===== config.mk =====
export PLATFORM = sky130hd
export DESIGN_NAME = rbd_back
export DESIGN_NICKNAME = d
export VERILOG_FILES = /design/src/rbd_pkg.sv /design/src/rbd_back.sv
export SDC_FILE = /design/constraint.sdc
export NUM_CORES = 1
export LEC_CHECK = 0
export ABC_AREA = 1
export BUFFER_PORTS_ARGS = -buffer_cell sky130_fd_sc_hd__buf_2
export CAP_MARGIN = 10
export CORE_AREA = 5 5 42 44
export CTS_CLUSTER_DIAMETER = 40
export CTS_CLUSTER_SIZE = 16
export DETAILED_ROUTE_END_ITERATION = 6
export DIE_AREA = 0 0 47 49
export GPL_ROUTABILITY_DRIVEN = 0
export GPL_TIMING_DRIVEN = 1
export SLEW_MARGIN = 40
export SYNTH_ARGS = -nofsm -noshare
export SYNTH_HDL_FRONTEND = slang
export SYNTH_SLANG_ARGS = --single-unit

===== constraint.sdc =====
create_clock -name clk -period 3 [get_ports clk]
set_input_delay 0.15 -clock clk [delete_from_list [all_inputs] [get_ports clk]]
set_output_delay 0.15 -clock clk [all_outputs]
set_load 0.005 [all_outputs]

===== src/rbd_pkg.sv =====
package rbd_pkg;

	// Default sizing, handed down from the top level as parameters.
	localparam int MAX_WIDTH_DEF  = 1024;
	localparam int VALUE_BITS_DEF = 16;

	// Fixed port widths.
	localparam int PIX_BITS      = 16;
	localparam int FW_BITS       = 11;
	localparam int FH_BITS       = 16;
	localparam int MODE_BITS     = 2;
	localparam int CODE_BITS     = 2;
	localparam int CFG_IDX_BITS  = 2;
	localparam int CFG_DATA_BITS = 16;

	// Configuration register indexes.
	localparam logic [CFG_IDX_BITS-1:0] REG_FRAME_WIDTH  = 2'd0;
	localparam logic [CFG_IDX_BITS-1:0] REG_FRAME_HEIGHT = 2'd1;
	localparam logic [CFG_IDX_BITS-1:0] REG_EDGE_MODE    = 2'd2;
	localparam logic [CFG_IDX_BITS-1:0] REG_USE_EIGHT    = 2'd3;

	// Register reset values.
	localparam logic [FW_BITS-1:0]   FRAME_WIDTH_RST  = 11'd1024;
	localparam logic [FH_BITS-1:0]   FRAME_HEIGHT_RST = 16'd1;
	localparam logic [MODE_BITS-1:0] EDGE_MODE_RST    = 2'd0;

	// Edge modes. Any mode with the upper bit set is class change mode.
	localparam logic [MODE_BITS-1:0] MODE_INNER = 2'd0;
	localparam logic [MODE_BITS-1:0] MODE_OUTER = 2'd1;

	// Result codes.
	localparam logic [CODE_BITS-1:0] CODE_NO_DATA  = 2'd0;
	localparam logic [CODE_BITS-1:0] CODE_INTERIOR = 2'd1;
	localparam logic [CODE_BITS-1:0] CODE_EDGE     = 2'd2;

	// Flattened 3x3 positions (row * 3 + col) of the neighbours, in the order
	// up, left, right, down, then the four diagonals.
	localparam logic [3:0] NB_POS [8] = '{4'd1, 4'd3, 4'd5, 4'd7, 4'd0, 4'd2, 4'd6, 4'd8};

	// Result queue between the front and back parts.
	localparam int MAX_RESULTS = 4;
	localparam int RUN_N_BITS  = 3;
	localparam int QDEPTH      = 4;
	localparam int QPTR_BITS   = $clog2(QDEPTH);
	localparam int QL_BITS     = $clog2(QDEPTH + 1);

	// Position of one pixel in the frame, decoded at acceptance.
	typedef struct packed {
		logic r_ge1;
		logic r_is0;
		logic r_is1;
		logic last_row;
		logic c_ge1;
		logic c_is0;
		logic c_is1;
		logic last_col;
	} pos_t;

	// All results caused by one pixel, packed from slot 0.
	typedef struct packed {
		logic [RUN_N_BITS-1:0]                    n;
		logic [MAX_RESULTS-1:0][CODE_BITS-1:0]    codes;
	} run_t;

endpackage


===== src/rbd_back.sv =====
module rbd_back (
	input  logic                          clk,
	input  logic                          arst_n,
	input  logic                          not_empty,
	input  rbd_pkg::run_t                 head,
	output logic                          pop,
	output logic                          out_valid,
	input  logic                          out_stall,
	output logic [rbd_pkg::CODE_BITS-1:0] edge_code,
	output logic                          last_of_run
);

	localparam int IDX_BITS = $clog2(rbd_pkg::MAX_RESULTS);

	logic [IDX_BITS-1:0] idx_q;
	logic                take;

	assign out_valid   = not_empty;
	assign edge_code   = head.codes[idx_q];
	assign last_of_run = rbd_pkg::RUN_N_BITS'(idx_q) == head.n - rbd_pkg::RUN_N_BITS'(1);
	assign take        = out_valid && !out_stall;
	assign pop         = take && last_of_run;

	// Walks the results of the head entry, one per transaction.
	always_ff @(posedge clk or negedge arst_n) begin
		if (!arst_n) begin
			idx_q <= '0;
		end else if (take) begin
			idx_q <= last_of_run ? '0 : idx_q + IDX_BITS'(1);
		end
	end

endmodule

---- After elaboration in Yosys (flattened, before gate mapping) ----
Cells that the tools add are included.
operators by class
  $add $sub $neg .......................... 2
  multiplexer cells ....................... 3
  reductions and logical operators ........ 3
  order comparisons ....................... 1
  equality and inequality tests ........... 1
operator list
  cell                 number
  $bmux 2 s2           1
  $mux 2               2
  $eq 2x3->1           1
  $lt 2x3->1 const B   1
  $sub 3x1->3 const B  1
  $add 2x1->2 const B  1
  $logic_and 1x1->1    2
  $logic_not 1->1      1
storage, ports and cells
  output and inout bits ................... 5
  register bits after elaboration ......... 2
  word-level logic and storage cells ...... 11

---- Logic depth before layout (Yosys ltp) ----
  depth in word-level cells ............... 3
  gate-level depth with buffers ........... 8

---- Least setup slack after synthesis ----
No wires, ideal clock.
  kind .................................... reg-to-output
  from .................................... register idx_q[0]
  to ...................................... output pop
  required time ........................... 2850 ps
  slack ................................... 2020 ps
  stages on the path, launching flop included .. 6
  buffers on the path ..................... 0
  arrival time ............................ 830 ps
  cell sequence ........................... dfrtp_1 > inv_2 > nand2_2 > nand2_2 > nand4_2 > inv_1
on the way
  word-level cells in the longest chain between the ends .. 2
ends and longest elaborated chain
  item                    line            text
  from (decl)             rbd_back.sv:15  logic [IDX_BITS-1:0] idx_q;
  from (signal assigned)  rbd_back.sv:29  idx_q <= last_of_run ? '0 : idx_q + IDX_BITS'(1);
  $eq 2x3->1              rbd_back.sv:20  assign last_of_run = rbd_pkg::RUN_N_BITS'(idx_q) == head.n - rbd_pkg::RUN_N_BITS'(1);
  $logic_and 1x1->1       rbd_back.sv:22  assign pop = take && last_of_run;
  to (decl)               rbd_back.sv:6   output logic pop,
Every way passes these cells.

---- Worst setup path after layout ----
Same ends and word-level chain as after synthesis.

==> impl_results.md <==
* Status: completed
* Max reg flops at 2
* Crit-path most repeated cell: nand2_2
* Final hold vios at 0
* Routed wire per std cell at 8.54 um
* DP Area at 360 um^2
* Syn Area/Cell at 5.74 um^2
* Pin count of the biggest net entering global routing at 9
* Syn Std Cell Area at 253 um^2
* Leakage Power at 0.265 nW
* Clock Tree Root: clkbuf_4
* Ant diodes at 0
* Worst EP required at 2.85 ns
* Initial antenna violation count at 0
* Crit path max-delay cell type: dfrtp_1
* Setup Skew at 0.00595 ns
* Die area at 2300 um^2
* Drt drc at 0
* Final worst path period need at 1.41 ns
* Slowest stage delay, CP at 0.46 ns
* Class of the tightest hold or removal check: in2async
* Layout area overhead at 55.4%
* Remaining antenna violation count at 0
* GRT Total Usage at 7.88%
* Vias in the first global route at 364
* Clock transition at the registers of the reported paths at 0.03 ns
* DP Worst Slack at 1.76 ns
* RSZ-0062 raised after global routing: no
* Slew Viols, Final at 0
* Final Instance Count excl. Fillers at 82
* Final Cycle Share at 47.0%
* Num CTS Buffers at 3
* Die extent in y at 49 um
* Post-Synthesis Net Count at 60
* Most flops, register: idx_q
* Max-Slew Margin vs Limit at 82.0%
* Placed insts at 78
* Post-CTS Resized at 0
* Layout Nets at 84
* Post-Syn Instances at 44
* Clock Sink Count at 2
* Cell family with most CP delay: flip-flops
* Yosys warns at 0
* Seq cells post-synth at 2
* Final Routed Wirelength at 700 um
* WP buf/inv at 3
* Grt ovf at 0
* First-pass GRT wire length at 1280 um
* Placement Rows at 14
* DRT Pass-1 Iters at 3
* Crit-path cells: inv_2, nand2_2, nand2_2, nand4_2, inv_1, buf_2
* Chip width at 47 um
* Largest registers: idx_q x2
* Worst Tran Pin Value at 0.270 ns
* Clock latency at the later pin of the worst-skew pair at 0.23 ns
* Vias/cell at 4.20
* Initial Util at 18.0%
* Final worst slack at 1.59 ns
* Crit Path Class: reg2out
* Layout cells sized above 1 at 39.4%
* Worst-path fanout max at 8
* Setup TNS at 0 ns
* Core footprint at 1400 um^2
* H-Tree Depth at 1
* Post-synth cell types at 13
* Initial DRC count at 2
* Power per cell area at 607 nW/um^2
* Endpoints failing setup at 0
* CP Launch Type: register
* Crit. End Element: output port
* I/O pins at 20
* Max cap viols at 0
* Max clock buf depth at 2
* Achievable Freq at 709 MHz
* PortBufs at 19
* Finished Cell Area at 393 um^2
* VDD IR-drop max at 0.143 mV
* Final HPWL DP at 588 um
* Total number of vias at 344
* PnR Total Power at 0.238 mW
* Crit path DAT at 1.26 ns
* CTS tree: done
* Post-synthesis sequential area ratio at 19.8%
-- worst register-to-register path, cell delays in order (launching register included) --
cell,delay (ns)
dfrtp_1,0.46
inv_2,0.14
nand2_2,0.06
nand2_2,0.08
nand4_2,0.11
nand2_1,0.08
inv_1,0.04
-- final timing paths --
path	from	to	slack (ns)	cells after the start
max	idx_q[0]$_DFFE_PN0P_	pop	1.59	6
min	arst_n	idx_q[0]$_DFFE_PN0P_	0.23	2
max reg2reg	idx_q[0]$_DFFE_PN0P_	idx_q[1]$_DFFE_PN0P_	1.92	6
min reg2reg	idx_q[1]$_DFFE_PN0P_	idx_q[1]$_DFFE_PN0P_	0.72	5
max in group asynchronous	arst_n	idx_q[1]$_DFFE_PN0P_	2.67	2
min in group clk	out_stall	idx_q[0]$_DFFE_PN0P_	0.29	6
-- cells in the mapped netlist (all sizes together) --
| library cell | count | share of area, % |
|---|---|---|
| xnor2 | 1 | 3.5 |
| nand4 | 1 | 4.9 |
| nand2 | 12 | 20 |
| dfrtp | 2 | 20 |
| ha | 1 | 4.9 |
| buf | 1 | 3.0 |
| o21ai | 5 | 9.9 |
| o22ai | 2 | 4.9 |
| nor2 | 5 | 7.4 |
| nand3 | 2 | 4.0 |
| inv | 12 | 18 |
-- per-layer routing --
metal  GRT usage (%)  share of wire (%)  vias to the layer above
met2            13.3                 55                        9
li1                -                  -                      178
met4            6.91                2.7                        0
met3            2.21                6.9                        2
met5               0                  0                        -
met1            7.00                 35                      155
-- cell type report --
| cell class | instances | area [um^2] |
|---|---|---|
| sequential | 2 | 50.0 |
| tap | 16 | 20.0 |
| clock buffer | 3 | 22.5 |
| inverter | 12 | 45.0 |
| fill | 166 | 1010 |
| multi-input combinational | 29 | 150 |
| timing repair buffer | 20 | 105 |
-- power breakdown --
part,internal (mW),leakage (nW),switching (mW)
clock network,0.0443,0.0138,0.0173
registers,0.0382,0.0227,0.0188
logic,0.0544,0.229,0.0654
total,0.137,0.265,0.102
-- logic make-up (layout without fill, tap and decap cells) --
family                   after synthesis  in the layout  share of synthesized area [%]
XOR/XNOR                               1              1                           3.47
flip-flops                             2              2                           19.8
AO/OA/AOI/OAI                          7              7                           14.8
AND/OR/NAND/NOR                       20             20                           36.1
adder cells (fa/ha/maj)                1              1                           4.95
buffers and inverters                 13             35                           20.8
-- through the flow --
step,hold WS (ns),utilization [%]
detailed placement,-0.0636,25.7
CTS,0.224,28.0
global placement,-0.0642,25.7
global route,0.234,28.0
finish,0.230,28.0
floorplan,-0.146,-
-- what timing repair did --
| item | CTS | global route |
|---|---|---|
| hold endpoints to repair | 2 | 0 |
| hold buffers | 1 | 0 |
| buffers inserted | 0 | 0 |
-- cells in the final DEF (no fill, tap or decap) --
cell type      Yosys  routed
buf_2              0      19
inv_1             11      11
nand2_1           10      10
nor2_1             5       5
o21ai_0            5       5
clkbuf_4           0       3
o22ai_1            2       2
nand2_2            2       2
nand3_1            2       2
dfrtp_1            2       2
inv_2              1       1
xnor2_1            1       1
nand4_2            1       1
ha_1               1       1
dlygate4sd3_1      0       1
No activity file was read; power rests on OpenSTA's default activity.
