==> src/rbd_pkg.sv <==
package rbd_pkg;

	// Default sizing, handed down from the top level as parameters.
	localparam int MAX_WIDTH_DEF  = 1024;
	localparam int VALUE_BITS_DEF = 16;

	// Fixed port widths.
	localparam int PIX_BITS      = 16;
	localparam int FW_BITS       = 11;
	localparam int FH_BITS       = 16;
	localparam int MODE_BITS     = 2;
	localparam int CODE_BITS     = 2;
	localparam int CFG_IDX_BITS  = 2;
	localparam int CFG_DATA_BITS = 16;

	// Configuration register indexes.
	localparam logic [CFG_IDX_BITS-1:0] REG_FRAME_WIDTH  = 2'd0;
	localparam logic [CFG_IDX_BITS-1:0] REG_FRAME_HEIGHT = 2'd1;
	localparam logic [CFG_IDX_BITS-1:0] REG_EDGE_MODE    = 2'd2;
	localparam logic [CFG_IDX_BITS-1:0] REG_USE_EIGHT    = 2'd3;

	// Register reset values.
	localparam logic [FW_BITS-1:0]   FRAME_WIDTH_RST  = 11'd1024;
	localparam logic [FH_BITS-1:0]   FRAME_HEIGHT_RST = 16'd1;
	localparam logic [MODE_BITS-1:0] EDGE_MODE_RST    = 2'd0;

	// Edge modes. Any mode with the upper bit set is class change mode.
	localparam logic [MODE_BITS-1:0] MODE_INNER = 2'd0;
	localparam logic [MODE_BITS-1:0] MODE_OUTER = 2'd1;

	// Result codes.
	localparam logic [CODE_BITS-1:0] CODE_NO_DATA  = 2'd0;
	localparam logic [CODE_BITS-1:0] CODE_INTERIOR = 2'd1;
	localparam logic [CODE_BITS-1:0] CODE_EDGE     = 2'd2;

	// Flattened 3x3 positions (row * 3 + col) of the neighbours, in the order
	// up, left, right, down, then the four diagonals.
	localparam logic [3:0] NB_POS [8] = '{4'd1, 4'd3, 4'd5, 4'd7, 4'd0, 4'd2, 4'd6, 4'd8};

	// Result queue between the front and back parts.
	localparam int MAX_RESULTS = 4;
	localparam int RUN_N_BITS  = 3;
	localparam int QDEPTH      = 4;
	localparam int QPTR_BITS   = $clog2(QDEPTH);
	localparam int QL_BITS     = $clog2(QDEPTH + 1);

	// Position of one pixel in the frame, decoded at acceptance.
	typedef struct packed {
		logic r_ge1;
		logic r_is0;
		logic r_is1;
		logic last_row;
		logic c_ge1;
		logic c_is0;
		logic c_is1;
		logic last_col;
	} pos_t;

	// All results caused by one pixel, packed from slot 0.
	typedef struct packed {
		logic [RUN_N_BITS-1:0]                    n;
		logic [MAX_RESULTS-1:0][CODE_BITS-1:0]    codes;
	} run_t;

endpackage

==> src/rbd_fifo.sv <==
module rbd_fifo (
	input  logic                        clk,
	input  logic                        arst_n,
	input  logic                        push,
	input  rbd_pkg::run_t               push_run,
	input  logic                        pop,
	output logic                        not_empty,
	output rbd_pkg::run_t               head,
	output logic [rbd_pkg::QL_BITS-1:0] level
);

	rbd_pkg::run_t                  entry_q [rbd_pkg::QDEPTH];
	logic [rbd_pkg::QPTR_BITS-1:0]  wr_ptr_q;
	logic [rbd_pkg::QPTR_BITS-1:0]  rd_ptr_q;
	logic [rbd_pkg::QL_BITS-1:0]    count_q;

	assign not_empty = count_q != '0;
	assign head      = entry_q[rd_ptr_q];
	assign level     = count_q;

	// The front never pushes into a full queue: it reserves room on accept.
	always_ff @(posedge clk or negedge arst_n) begin
		if (!arst_n) begin
			wr_ptr_q <= '0;
			rd_ptr_q <= '0;
			count_q  <= '0;
		end else begin
			if (push) begin
				wr_ptr_q <= wr_ptr_q + rbd_pkg::QPTR_BITS'(1);
			end
			if (pop) begin
				rd_ptr_q <= rd_ptr_q + rbd_pkg::QPTR_BITS'(1);
			end
			case ({push, pop})
				2'b10:   count_q <= count_q + rbd_pkg::QL_BITS'(1);
				2'b01:   count_q <= count_q - rbd_pkg::QL_BITS'(1);
				default: count_q <= count_q;
			endcase
		end
	end

	always_ff @(posedge clk) begin
		if (push) begin
			entry_q[wr_ptr_q] <= push_run;
		end
	end

endmodule

==> config.mk <==
export PLATFORM = sky130hd
export DESIGN_NAME = rbd_fifo
export DESIGN_NICKNAME = d
export VERILOG_FILES = /design/src/rbd_pkg.sv /design/src/rbd_fifo.sv
export SDC_FILE = /design/constraint.sdc
export NUM_CORES = 1
export LEC_CHECK = 0
export BUFFER_PORTS_ARGS = -buffer_cell sky130_fd_sc_hd__buf_2
export CORE_MARGIN = 4
export CORE_UTILIZATION = 59
export CTS_BUF_LIST = sky130_fd_sc_hd__clkbuf_16
export DETAILED_ROUTE_END_ITERATION = 16
export PLACE_DENSITY_LB_ADDON = 0.05
export SETUP_SLACK_MARGIN = 0.3
export SYNTH_ARGS = -nofsm -noshare
export SYNTH_HDL_FRONTEND = slang
export SYNTH_SLANG_ARGS = --single-unit
==> constraint.sdc <==
create_clock -name clk -period 2 [get_ports clk]
set_input_delay 0.1 -clock clk [delete_from_list [all_inputs] [get_ports clk]]
set_output_delay 0.1 -clock clk [all_outputs]
set_load 0.1 [all_outputs]
=== Word-level counts from Yosys, hierarchy flattened ===
Memories as Yosys holds them, arrays and structs flattened.
Index checks and enable logic that the tools add are counted.
Widths: inputs -> output; s select.

* Add/sub/neg operators: 4
* Eq/ne operators: 2
* Mux-type cells: 3
* Reductions and logical operators: 2

{| class="wikitable"
|+ Operators with widths
! cell !! count
|-
| $pmux 3 s2 || 1
|-
| $add 2x1->2 const B || 2
|-
| $add 3x1->3 const B || 1
|-
| $reduce_bool 3->1 || 1
|-
| $sub 3x1->3 const B || 1
|-
| $eq 2x1->1 const B || 1
|-
| $eq 2x2->1 const B || 1
|-
| $mux 1 || 2
|-
| $reduce_bool 2->1 || 1
|}

* Register bits: 7
* Memory bits (writable): 44
* Bits of input ports: 15
* Output and inout port bits: 15
* Word-level logic and storage cells: 15
* Memories kept: 1

{| class="wikitable"
|+ Memories
! name !! words !! bits a word !! rd ports !! clocked after memory_dff !! write ports !! line !! source
|-
| entry_q || 4 || 11 || 1 || 0 || 1 || rbd_fifo.sv:12 || <nowiki>rbd_pkg::run_t entry_q [rbd_pkg::QDEPTH];</nowiki>
|}

=== Logic depth before layout (Yosys ltp) ===
* Word-level depth: 2
* Gate-level depth with buffers: 7
* Gate-level depth less buffers: 7

=== Worst setup path after synthesis ===
No wires, ideal clock.

* Kind: reg2reg
* From: reg count_q, in the netlist level[1]
* To: reg count_q, in the netlist level[2]
* Setup time: 162 ps
* Arrival time: 1,889 ps
* Data required time: 1,838 ps
* Setup slack: -51 ps
* Cell stages (with the launch flop): 6
* Path buffers: 0
* Period minus slack after synthesis: 2,051 ps
* Cells stage by stage: dfrtp_1 inv_1 fa_1 xor2_1 nor2_1 xor2_1

* Word-level cells in the longest chain between the ends: 2
* Elaborated cells on any way between the ends: 3
* Those cells by class: 2 x add/sub; 1 x mux

{| class="wikitable"
|+ RTL lines
! item !! line !! source
|-
| from (decl) || rbd_fifo.sv:15 || <nowiki>logic [rbd_pkg::QL_BITS-1:0] count_q;</nowiki>
|-
| from (signal assigned) || rbd_fifo.sv:35 || <nowiki>2'b10: count_q <= count_q + rbd_pkg::QL_BITS'(1);</nowiki>
|-
| from (signal assigned) || rbd_fifo.sv:36 || <nowiki>2'b01: count_q <= count_q - rbd_pkg::QL_BITS'(1);</nowiki>
|-
| from (signal assigned) || rbd_fifo.sv:37 || <nowiki>default: count_q <= count_q;</nowiki>
|-
| $sub 3x1->3 / $add 3x1->3 (equally long branches) || rbd_fifo.sv:36, rbd_fifo.sv:35 ||
|-
| $pmux 3 s2 (*) || rbd_fifo.sv:34 || <nowiki>case ({push, pop})</nowiki>
|}

Mark *: on every way between the ends. The rest lies on a longest branch, timed or not.
A chain may end at the register's enable or synchronous reset.

==> summary.md <==
| Metric | Value |
|---|---|
| IO buf count | `29` |
| Core area | `3130 um^2` |
| Final worst-path cycle share | `85.0%` |
| Multiplexer share of the synthesized area | `13.5%` |
| CTS Buf Count | `5` |
| Sink Count | `51` |
| Syn Area/Cell | `21.6 um^2` |
| Post-Syn Instances | `92` |
| Data required, critical path | `1.90 ns` |
| CTS tree | `built` |
| Initial antenna violation count | `0` |
| CP startpoint | `rd_ptr_q[0]` |
| XOR/XNOR share of the synthesized area | `2.64%` |
| Min-Delay Path Class | `primary input to register` |
| Post-Syn Nets | `113` |
| Ys flop type | `edfxtp_1` |
| Largest net degree at the start of global routing | `18` |
| Crit path DAT | `1.60 ns` |
| Sequential cell area fraction in the yosys report | `75.3%` |
| Starting Density | `63.5%` |
| Relative slew margins | `67.8%` |
| RSZ-0062 raised after global routing | `yes` |
| Placed inst area | `2220 um^2` |
| Crit end category | `output port` |
| Clk_lat worst skew | `0.28 ns` |
| Compound-gate portion of the synthesized area | `0.252%` |
| Final wirelength | `2990 um` |
| Ys Warns | `0` |
| Vias in the first global route | `1031` |
| Fin nets | `154` |
| # IOs | `30` |
| Vias per cell | `5.19` |
| H-tree depth | `2` |
| Global-route usage over all layers | `16.2%` |
| Root Buffer | `clkbuf_16` |
| Layout cell share with drive strength beyond 1 | `41.8%` |
| Flops & latches, synth | `51` |
| Fin Setup TNS | `0 ns` |
| First-pass DRT Iterations | `4` |
| RR Startpoint | `level[1]` |
| Grt total ovfl | `0` |
| Wire length per cell | `16.8 um` |
| Post-Synth Simple-Gate Area | `2.14%` |
| CTS Buffer Depth | `2` |
| Die W | `66.0 um` |
| Placer congestion estimate | `0.686` |
| DRC Markers | `0` |
| Maxcap violations | `0` |
| CP startpoint kind | `register` |
| Num rows | `20` |
| Status | `finished, final reports clean` |
| Final Setup Violations | `0` |
| Crit path max fanout | `5` |
| Worst-Margin Slew | `0.487 ns` |
| Async set-or-reset flop fraction in the synthesized netlist | `13.7%` |
| Design area | `2450 um^2` |
| FILL cells | `178` |
| Detail Placement HPWL | `2030 um` |
| Netlist cell types | `17` |
| CTS clk-pin slew, worst paths | `0.06 ns` |
| Die Y | `66.0 um` |
| Antenna Nets Post-Route | `0` |
| Crit path time final | `1.70 ns` |
| Clk_skew | `0.00505 ns` |
| Mapped Area | `1990 um^2` |
| Fmax | `588 MHz` |
| Min-delay src | `push_run[9]` |
| First-pass GRT wire length | `5000 um` |
| Layout area overhead | `23.2%` |
| Die ar. | `4360 um^2` |
| Number of enable flip-flop cells after synthesis | `44` |
| N_diodes | `0` |
| Final Max Slew Viols | `0` |
| Hold Violations, Final | `0` |
| Post-CTS Setup Bufs | `0` |
| Setup CP Type | `register to output port` |
| Post-Synth Adder-Cell Area | `4.16%` |
| DR vias | `924` |
| Main combinational cell family by area after synthesis | `multiplexers` |
| DRT iter0 DRCs | `35` |
==> registers in the layout, indices dropped and copies added, names as in the netlist <==
signal / flops
wr_ptr_q: 2
rd_ptr_q: 2
entry_q: 44
level: 3
==> cells in the final DEF, fill, tap and decap left out, drive strengths merged <==
cell type,synthesis,final
edfxtp,44,44
buf,2,35
mux4,11,11
inv,6,7
dfrtp,7,7
ha,5,5
clkbuf,0,5
and2,4,4
xor2,4,4
xnor2,2,2
nand2,2,2
clkinvlp,0,2
or3,1,1
mux2i,1,1
o21ai,1,1
nor2,1,1
fa,1,1
dlygate4sd3,0,1
==> routing by layer <==
metal / global-route usage [%] / part of all wire [%]
met1: 19.1 / 40
met3: 4.08 / 3.7
met5: 0 / 0
met4: 4.57 / 0.30
met2: 29.4 / 56
==> cells in the mapped netlist, types with 2 or more instances <==
| cell | n | area share (%) |
|---|---|---|
| xor2_1 | 4 | 1.8 |
| nand2_1 | 2 | 0.38 |
| inv_1 | 6 | 1.1 |
| and2_1 | 4 | 1.3 |
| dfrtp_1 | 7 | 8.8 |
| ha_1 | 5 | 3.1 |
| mux4_2 | 8 | 9.1 |
| edfxtp_1 | 44 | 66 |
| mux4_1 | 3 | 4.0 |
| xnor2_1 | 2 | 0.88 |
==> stage by stage <==
step                setup WS (ns)  instances  utilization (%)  hold WS (ns)
detailed placement          0.406        169             71.0       -0.0500
CTS                         0.270        178             78.1        0.0263
global placement            0.453        169             71.0       -0.0550
floorplan                   0.292         92                -        -0.196
finish                      0.300        178             78.3        0.0309
global route                0.237        178             78.3        0.0293
==> worst max-delay path, stage by stage, from the launching register on <==
cell and delay [ns]:
dfrtp_2 0.44, buf_6 0.16, mux4_2 0.52, buf_6 0.20
==> area by class of cell <==
| type | count | area [um^2] | share of cell area [%] |
|---|---|---|---|
| clock inverter | 3 | 23.8 | 0.971 |
| sequential | 51 | 1500 | 61.4 |
| inverter | 6 | 22.5 | 0.920 |
| timing repair buffer | 36 | 265 | 10.8 |
| clock buffer | 5 | 125 | 5.11 |
| multi-input combinational | 33 | 453 | 18.5 |
| tap | 44 | 55.1 | 2.25 |
==> logic make-up after synthesis <==
family / Yosys count
fa+ha+maj: 6
mux: 12
flops: 51
buf+inv: 8
simple gates: 8
compound gates: 1
xor+xnor: 6
==> path summary, 6_finish.rpt <==
check	end	slack [ns]	cells past startpoint
worst min register to register	level[2]	0.49	1
min in group asynchronous	wr_ptr_q[0]	0.18	2
worst max-delay path	head[6]	0.30	3
worst max register to register	level[2]	0.59	5
worst min-delay path	entry_q[0][9]	0.03	1
max in group asynchronous	level[1]	1.63	2
==> repair_timing <==
action / CTS / global route
gates resized for setup: 21 / 4
endpoints found under the hold margin: 7 / 0
endpoints found under the setup margin: 11 / 10
hold buffers: 1 / 0
Power is not shown: default switching activity piles up to over one toggle a cycle in this logic, so the estimate is an artifact.
